[src/assert_macros.svh]
// assertion helpers, clocked on clk and disabled while arst_n is low
`ifndef ASSERT_MACROS_SVH
`define ASSERT_MACROS_SVH

// property that must hold at every edge
`define ASSERT_ALWAYS(label, expr, msg) \
	label: assert property (@(posedge clk) disable iff (!arst_n) (expr)) else $error(msg);

// same-cycle implication
`define ASSERT_IMPLIES(label, ante, cons, msg) \
	label: assert property (@(posedge clk) disable iff (!arst_n) (ante) |-> (cons)) \
		else $error(msg);

`endif

[src/lerf_pkg.sv]
package lerf_pkg;

	localparam int ID_W     = 32;
	localparam int STAMP_W  = 64;
	localparam int WIN_W    = 32;
	localparam int LEVEL_W  = 3;
	localparam int MASK_W   = 4;
	localparam int THR_W    = 12;
	localparam int CAPREQ_W = 7;
	localparam int CFG_IDX_W = 3;
	localparam int CFG_W    = 32;

	// request codes
	localparam logic FUNC_WRITE = 1'b0;
	localparam logic FUNC_IDLE  = 1'b1;

	// register indexes
	localparam logic [CFG_IDX_W-1:0] REG_THRESH = 3'd0;
	localparam logic [CFG_IDX_W-1:0] REG_WIN0   = 3'd1;
	localparam logic [CFG_IDX_W-1:0] REG_WIN3   = 3'd4;
	localparam logic [CFG_IDX_W-1:0] REG_CAP    = 3'd5;
	localparam logic [CFG_IDX_W-1:0] REG_FLOOR  = 3'd6;

	localparam logic [THR_W-1:0]   THRESH_RST = 12'd1755;
	localparam logic [LEVEL_W-1:0] FLOOR_RST  = 3'd2;

	typedef struct packed {
		logic [ID_W-1:0]    id;
		logic [STAMP_W-1:0] stamp;
	} entry_t;

	typedef struct packed {
		logic shift;
		logic load;
	} cell_ctrl_t;

	// true while now is still before base + win (signed wrapping compare)
	function automatic logic time_before(input logic [STAMP_W-1:0] now,
			input logic [STAMP_W-1:0] base, input logic [WIN_W-1:0] win);
		logic [STAMP_W-1:0] diff;
		diff = now - (base + {{(STAMP_W-WIN_W){1'b0}}, win});
		return diff[STAMP_W-1];
	endfunction

	// smallest power of two not below req, zero for zero
	function automatic logic [CAPREQ_W:0] round_pow2(input logic [CAPREQ_W-1:0] req);
		logic [CAPREQ_W:0] cap;
		cap = (req == '0) ? '0 : {{CAPREQ_W{1'b0}}, 1'b1};
		for (int i = 0; i < CAPREQ_W; i++) begin
			if (cap != '0 && cap < {1'b0, req})
				cap = cap << 1;
		end
		return cap;
	endfunction

endpackage

[src/lerf_cell.sv]
// one table slot: shifts toward the head or takes the tail write
module lerf_cell #(
	parameter int INDEX = 0,
	parameter int IDX_W = 1
) (
	input  logic                 clk,
	input  lerf_pkg::cell_ctrl_t ctrl,
	input  logic [IDX_W-1:0]     tail_idx,
	input  lerf_pkg::entry_t     tail_data,
	input  lerf_pkg::entry_t     nbr,
	output lerf_pkg::entry_t     cur
);

	localparam logic [IDX_W-1:0] MY_IDX = IDX_W'(INDEX);

	lerf_pkg::entry_t entry_q;

	always_ff @(posedge clk) begin
		if (ctrl.load && tail_idx == MY_IDX)
			entry_q <= tail_data;
		else if (ctrl.shift)
			entry_q <= nbr;
	end

	assign cur = entry_q;

endmodule

[config.mk]
export PLATFORM = sky130hd
export DESIGN_NAME = lerf_cell
export DESIGN_NICKNAME = d
export VERILOG_FILES = /design/src/assert_macros.svh /design/src/lerf_pkg.sv /design/src/lerf_cell.sv
export SDC_FILE = /design/constraint.sdc
export NUM_CORES = 1
export LEC_CHECK = 0
export ABC_AREA = 1
export BUFFER_PORTS_ARGS = -buffer_cell sky130_fd_sc_hd__buf_2
export CELL_PAD_IN_SITES_DETAIL_PLACEMENT = 0
export CELL_PAD_IN_SITES_GLOBAL_PLACEMENT = 1
export CORE_MARGIN = 5
export CORE_UTILIZATION = 32
export DETAILED_ROUTE_END_ITERATION = 8
export GPL_ROUTABILITY_DRIVEN = 0
export PLACE_DENSITY_LB_ADDON = 0.12
export REMOVE_ABC_BUFFERS = 1
export SLEW_MARGIN = 40
export SYNTH_ARGS = -nofsm -noshare
export SYNTH_HDL_FRONTEND = slang
export SYNTH_SLANG_ARGS = --single-unit
export TNS_END_PERCENT = 1
[constraint.sdc]
create_clock -name clk -period 7.9 [get_ports clk]
set_clock_uncertainty 0.2 [all_clocks]
set_input_delay 0.79 -clock clk [delete_from_list [all_inputs] [get_ports clk]]
set_output_delay 0.79 -clock clk [all_outputs]
set_load 0.01 [all_outputs]
==> impl_metrics.py, run 1 <==
metrics = {
    "clock_tree": {
        "clk_pin_slew_ns": 0.06,
        "htreeDepth": 3,
        "root_buffer": "clkbuf_16",
        "cts_buffers": 9,
        "clock_path_buffers": 2,
        "cts_hold_buf": 0,
        "post_cts_resized": 0,
        "post_cts_buffers": 0,
        "cts_sinks": 96,
        "cts_tree": "done",
    },
    "synth": {
        "synth.top_cell.area_share": 0.668,
        "synth_top_cell_by_area": "edfxtp_1",
        "synth_seq_area_share": 0.668,
        "yosysMostFrequentCell": "nand2_1",
        "synthFlopType": "edfxtp_1",
        "synth_edf_count": 96,
        "ys_seq_elements": 96,
        "yosys-top-cells-area": "edfxtp_1 (67%), nand2_1 (17%), nand3_1 (11%)",
        "synthTopCellsByCount": "nand2_1 (193), edfxtp_1 (96), nand3_1 (96)",
        "synthCells": 419,
        "yosys_warnings": 0,
        "synthArstFlopShare": 0,
        "netlist_area_sq_mm": 0.00432,
        "postSynthAreaPerCell_sq_um": 10.3,
        "synth_cell_type_count": 10,
    },
    "worst_setup_path": {
        "slowest_stage": "nand2_4",
        "cp_data_arrival_time_ns": 3.50,
        "critPathMaxStageDelay_ns": 0.67,
        "end_kind": "flip-flop",
        "worstPathMaxFanout": 97,
        "path_class": "input pin to flip-flop",
        "required_ns": 7.67,
        "crit_chain": "buf_2 -> inv_2 -> buf_6 -> nand2_8 -> nand2_4 -> buf_4",
        "crit_path_start_kind": "input pin",
    },
    "global_route": {
        "antenna_found_initial": 2,
        "grt_max_degree": 98,
        "grt_pass1_vias": 4091,
        "overflow": 0,
        "grt_pass1_wl_mm": 20.8,
        "grt_usage": 0.166,
    },
    "timing": {
        "period_share": 0.472,
        "grt_setup_unrepaired": "no",
        "maxSlewHeadroom": 0.500,
        "tns_ns": 0,
        "fmax_mhz": 268,
        "hold_viol": 0,
        "post-route-min-period_ns": 3.73,
        "setup_viol": 0,
        "worst_pin_slew_ns": 0.751,
        "drv_slew": 0,
        "whs_ns": 0.516,
    },
    "power": {
        "seq_power_share": 0.503,
        "power.share.clock": 0.325,
        "power_leakage_nw": 3.11,
        "sw_frac_of_total": 0.247,
        "p_sw_mw": 0.317,
        "power.density_mw_per_mm2": 210,
        "p_int_mw": 0.965,
        "max-vdd-ir-drop_mv": 0.0850,
        "p_comb_frac": 0.172,
    },
    "detailed_routing": {
        "num_vias": 3974,
        "drc": 0,
        "routed_wl_mm": 13.6,
        "ant_nets": 0,
        "drt-vias-per-instance": 4.54,
        "first_pass_iters": 4,
        "drtIter0Drc": 187,
        "routedWlPerCell_microns": 15.5,
    },
    "cells_and_area": {
        "largest_reg_flops": 96,
        "finalInstanceArea_sq_mm": 0.00611,
        "nets": 889,
        "drive_gt1_frac": 0.443,
        "synthToLayoutAreaGrowth_pct": 41.6,
        "fill_cells": 1300,
    },
    "worst_hold_path": {
        "hold_depth": 3,
        "worstHoldStart": "nbr[90]",
        "hold-path-endpoint": "cur[90]$_DFFE_PP_",
        "hp-class": "input pin to flip-flop",
    },
    "placement": {
        "io_buffers": 291,
        "placed_area_sq_mm": 0.00583,
        "dp_hpwl_mm": 9.88,
    },
    "floorplanning": {
        "fp.dieH_microns": 126,
        "core_sq_mm": 0.0132,
        "io_pins": 292,
        "dieArea_sq_mm": 0.0159,
        "dieWidth_microns": 126,
        "rows": 42,
        "initial_core_util": 0.326,
    },
    "job": {
        "maxCapViolCount": 0,
    },
    "status": {
        "status": "completed",
    },
}
[placed cells by master (no fill, tap or decap), types with 2 or more instances in the layout]
cell / Yosys / routed
nand2_1: 193 / 192
clkbuf_1: 1 / 2
diode_2: 0 / 2
buf_4: 3 / 3
edfxtp_1: 96 / 96
buf_2: 19 / 290
clkbuf_16: 0 / 9
nand3_1: 96 / 96
clkinv_1: 0 / 2
clkinv_2: 0 / 2
[per-layer routing]
| metal | GRT usage | share of wire | vias to the layer above | wire, microns |
|---|---|---|---|---|
| li1 | - | - | 1973 | - |
| met1 | 0.181 | 0.35 | 1780 | 4740 |
| met2 | 0.294 | 0.52 | 197 | 7080 |
| met3 | 0.0580 | 0.10 | 24 | 1390 |
| met4 | 0.0713 | 0.024 | 0 | 329 |
| met5 | 0 | 0 | - | 0 |
[worst max path at each step]
| stage | startpoint | to | slack [ns] | cells after the start |
|---|---|---|---|---|
| 3_5_place_dp | tail_idx | cur[35]$_DFFE_PP_ | 3.78 | 6 |
| 5_1_grt | tail_idx | cur[37]$_DFFE_PP_ | 3.93 | 6 |
| 6_report | tail_idx | cur[58]$_DFFE_PP_ | 4.17 | 6 |
| 4_1_cts | tail_idx | cur[57]$_DFFE_PP_ | 4.14 | 6 |
| 3_3_place_gp | tail_idx | cur[59]$_DFFE_PP_ | 3.17 | 6 |
| 2_1_floorplan | tail_idx | cur[0]$_DFFE_PP_ | 2.80 | 3 |
[through the flow]
| stage | setup slack, ns | utilization | total power, mW | instances |
|---|---|---|---|---|
| floorplan | 2.80 | - | 0.746 | 388 |
| global placement | 3.17 | 0.439 | 0.882 | 858 |
| detailed placement | 3.78 | 0.440 | 0.883 | 858 |
| CTS | 4.14 | 0.461 | 1.30 | 874 |
| global route | 3.93 | 0.462 | 1.35 | 876 |
| finish | 4.17 | 0.462 | 1.28 | 876 |
[power by group through the flow]
| stage | Combinational [mW] | Sequential [mW] | Clock [mW] |
|---|---|---|---|
| floorplan | 0.0538 | 0.692 | 0 |
| global placement | 0.225 | 0.657 | 0 |
| detailed placement | 0.226 | 0.657 | 0 |
| CTS | 0.226 | 0.647 | 0.432 |
| global route | 0.245 | 0.651 | 0.453 |
| finish | 0.220 | 0.645 | 0.416 |
[area by class of cell]
type                    instances  area (sq um)  area share
diodes                          2          5.00    0.000819
multi-input cells             290          1230       0.202
inverters                       2          7.51     0.00123
well taps                     176           220      0.0360
clock buffers                  11           233      0.0381
clock inverters                 5          47.5     0.00778
repair buffers                294          1490       0.243
flip-flops and latches         96          2880       0.472
[critical path: cells and delay by family]
family,cells,cell delay (ns)
and+or+nand+nor,2,1.22
buffers and inverters,4,1.33
[logic make-up (layout without fill, tap and decap cells)]
family | Yosys count | after routing | synth area share
buffers and inverters | 33 | 312 | 0.0507
and+or+nand+nor | 290 | 290 | 0.282
other | 0 | 2 | 0
DFF | 96 | 96 | 0.668
Note: power is estimated with default switching activity, not from simulation.
==> run 2: changes to the inputs <==
--- a/config.mk
+++ b/config.mk
@@ -5,7 +5,7 @@
 export SDC_FILE = /design/constraint.sdc
 export NUM_CORES = 1
 export LEC_CHECK = 0
-export ABC_AREA = 1
+export ABC_AREA = 0
 export BUFFER_PORTS_ARGS = -buffer_cell sky130_fd_sc_hd__buf_2
 export CELL_PAD_IN_SITES_DETAIL_PLACEMENT = 0
 export CELL_PAD_IN_SITES_GLOBAL_PLACEMENT = 1
==> constraint.sdc (replaced) <==
create_clock -name clk -period 3.65 [get_ports clk]
set_clock_uncertainty 0.2 [all_clocks]
set_input_delay 0.365 -clock clk [delete_from_list [all_inputs] [get_ports clk]]
set_output_delay 0.365 -clock clk [all_outputs]
set_load 0.01 [all_outputs]
==> run 2 against run 1 <==
Net effect:
- sequential power grew 120%
- final cell count shrank 23%
- critical path depth shrank 2
- final area grew 1.1%
- non-clock buffer count is the same
- flip-flop and latch count is the same
- utilization grew 2.4 points
- worst setup slack lost 2.4 ns
- die area shrank 3.0%
- clock power grew to 2.7 times the previous value
- critical endpoint is now cur[83]$_DFFE_PP_
- worst hold slack lost 0.39 ns
- area after synthesis shrank 3.2%
- largest cell class unchanged
==> impl_metrics.py, run 2 <==
metrics = {
    "status": {
        "status": "completed",
    },
    "placement": {
        "dp_hpwl_mm": 9.44,
        "io_buffers": 291,
        "pre_cts_slack_ns": 1.31,
    },
    "power": {
        "power.density_mw_per_mm2": 483,
        "p_int_mw": 2.34,
        "seq_power_share": 0.465,
        "power.total_mw": 2.99,
        "sw_frac_of_total": 0.216,
        "p_comb_frac": 0.158,
        "p_sw_mw": 0.646,
        "max-vdd-ir-drop_mv": 0.194,
        "power_leakage_nw": 2.86,
        "power.share.clock": 0.377,
    },
    "cells_and_area": {
        "layout_commonest_cell": "buf_2",
        "fill_cells": 1194,
        "nets": 695,
        "finish.utilization": 0.486,
        "drive_gt1_frac": 0.808,
        "synthToLayoutAreaGrowth_pct": 48.0,
        "final_cell_mix": "buf_2 (291), edfxtp_1 (96), mux2_2 (67), mux2_4 (29), clkbuf_16 (9)",
        "largest_reg_flops": 96,
    },
    "worst_setup_path": {
        "crit_path_start_kind": "input pin",
        "slowest_stage": "nand2b_4",
        "required_ns": 3.47,
        "cp_data_arrival_time_ns": 1.73,
        "critPathMaxStageDelay_ns": 0.49,
        "path_class": "input pin to flip-flop",
        "crit_chain": "buf_2 -> nand2b_4 -> nand2b_4 -> buf_12",
        "crit_top_cell": "nand2b_4",
        "worstPathMaxFanout": 53,
        "end_kind": "flip-flop",
        "crit_path_start": "tail_idx",
    },
    "timing": {
        "maxSlewHeadroom": 0.582,
        "setup_viol": 0,
        "period_share": 0.525,
        "post-route-min-period_ns": 1.91,
        "whs_ns": 0.122,
        "worst_pin_slew_ns": 0.626,
        "drv_slew": 0,
        "postLayoutSetupSlackWorst_ns": 1.74,
        "grt_setup_unrepaired": "no",
        "hold_viol": 0,
        "fmax_mhz": 522,
    },
    "clock_tree": {
        "cts_buffers": 9,
        "clk_pin_slew_ns": 0.06,
        "htreeDepth": 3,
        "post_cts_buffers": 0,
        "clock_path_buffers": 2,
        "cts_tree": "done",
        "post_cts_resized": 0,
        "root_buffer": "clkbuf_16",
        "cts_hold_buf": 0,
        "cts_sinks": 96,
    },
    "synth": {
        "synthMuxAreaShare": 0.285,
        "synth_seq_area_share": 0.690,
        "synth_adder_area_share": 0,
        "synthCells": 205,
        "synth_top_cell_by_area": "edfxtp_1",
        "yosys_warnings": 0,
        "yosysMostFrequentCell": "edfxtp_1",
        "synthSimpleGateAreaFrac": 0.00479,
        "synthTopCellsByCount": "edfxtp_1 (96), mux2_2 (67), mux2_4 (29)",
        "ys_seq_elements": 96,
        "synth_edf_count": 96,
        "synth-xor-area-share": 0,
        "netlist_area_sq_mm": 0.00418,
        "synth.top_cell.area_share": 0.690,
        "synthFlopType": "edfxtp_1",
        "postSynthAreaPerCell_sq_um": 20.4,
        "synthArstFlopShare": 0,
        "synth_compound_area_frac": 0,
        "synth_cell_type_count": 7,
        "yosys-top-cells-area": "edfxtp_1 (69%), mux2_2 (18%), mux2_4 (10%)",
        "synth_top_family_by_area": "multiplexers",
    },
    "job": {
        "maxCapViolCount": 0,
    },
    "detailed_routing": {
        "drc": 0,
        "first_pass_iters": 4,
        "ant_nets": 0,
        "routedWlPerCell_microns": 17.6,
        "drt-vias-per-instance": 4.30,
        "routed_wl_mm": 11.9,
        "num_vias": 2913,
        "drtIter0Drc": 106,
    },
    "worst_hold_path": {
        "worstHoldStart": "nbr[74]",
        "hp-class": "input pin to flip-flop",
    },
    "global_route": {
        "grt_pass1_vias": 3365,
        "grt_max_degree": 58,
        "antenna_found_initial": 1,
        "overflow": 0,
        "grt_pass1_wl_mm": 18.3,
        "grt_usage": 0.153,
    },
    "floorplanning": {
        "dieWidth_microns": 124,
        "initial_core_util": 0.328,
        "rows": 41,
        "fp.dieH_microns": 124,
        "io_pins": 292,
        "dieArea_sq_mm": 0.0154,
        "core_sq_mm": 0.0127,
    },
}
==> run 2: cell count changes after synthesis, sizes merged <==
cell / change
clkbuf: -1
mux2: +96
buf: -19
nand2: -194
inv: -2
nand3: -96
nand2b: +2
==> run 2: path summary, 6_finish.rpt <==
kind | end | slack [ns] | cells after the start
hold / removal | cur[74]$_DFFE_PP_ | 0.12 | 2
setup / recovery | cur[83]$_DFFE_PP_ | 1.74 | 4
==> run 2: kinds of logic (layout without fill, tap and decap cells) <==
| logic type | count (synthesis) | in the layout |
|---|---|---|
| buffers and inverters | 11 | 310 |
| flip-flops | 96 | 96 |
| multiplexers | 96 | 96 |
| other | 0 | 2 |
| AND/OR/NAND/NOR | 2 | 2 |
==> run 2: metal layers <==
layer | track usage | routed length [microns]
met5 | 0 | 0
met4 | 0.0651 | 259
met3 | 0.0665 | 1310
met2 | 0.274 | 6150
met1 | 0.155 | 4200
==> run 2: power by group through the flow <==
stage / clock [mW] / sequential [mW] / combinational, mW
CTS: 1.16 / 1.39 / 0.483
detailed placement: 0 / 1.42 / 0.481
global route: 1.20 / 1.40 / 0.510
global placement: 0 / 1.41 / 0.480
floorplan: 0 / 1.49 / 0.141
finish: 1.13 / 1.39 / 0.471
==> run 2: stage by stage <==
step	cells	TNS [ns]	instance area (sq um)
detailed placement	660	0	5820
floorplan	194	-62.21	4090
global placement	660	0	5820
global route	677	0	6180
finish	678	0	6180
CTS	676	0	6180
==> run 2: cell type report <==
cell class | instances | area [sq um] | share of cell area
Multi-Input combinational cell | 98 | 1220 | 0.197
Sequential cell | 96 | 2880 | 0.466
Clock inverter | 7 | 134 | 0.0217
Antenna cell | 2 | 5.00 | 0.000809
Tap cell | 172 | 215 | 0.0348
Clock buffer | 9 | 225 | 0.0364
Timing Repair Buffer | 294 | 1500 | 0.243
==> run 2: worst max-delay path: cells and delay by family <==
family        cells  cell delay, ns
simple gates      2            0.90
buf+inv           2            0.43
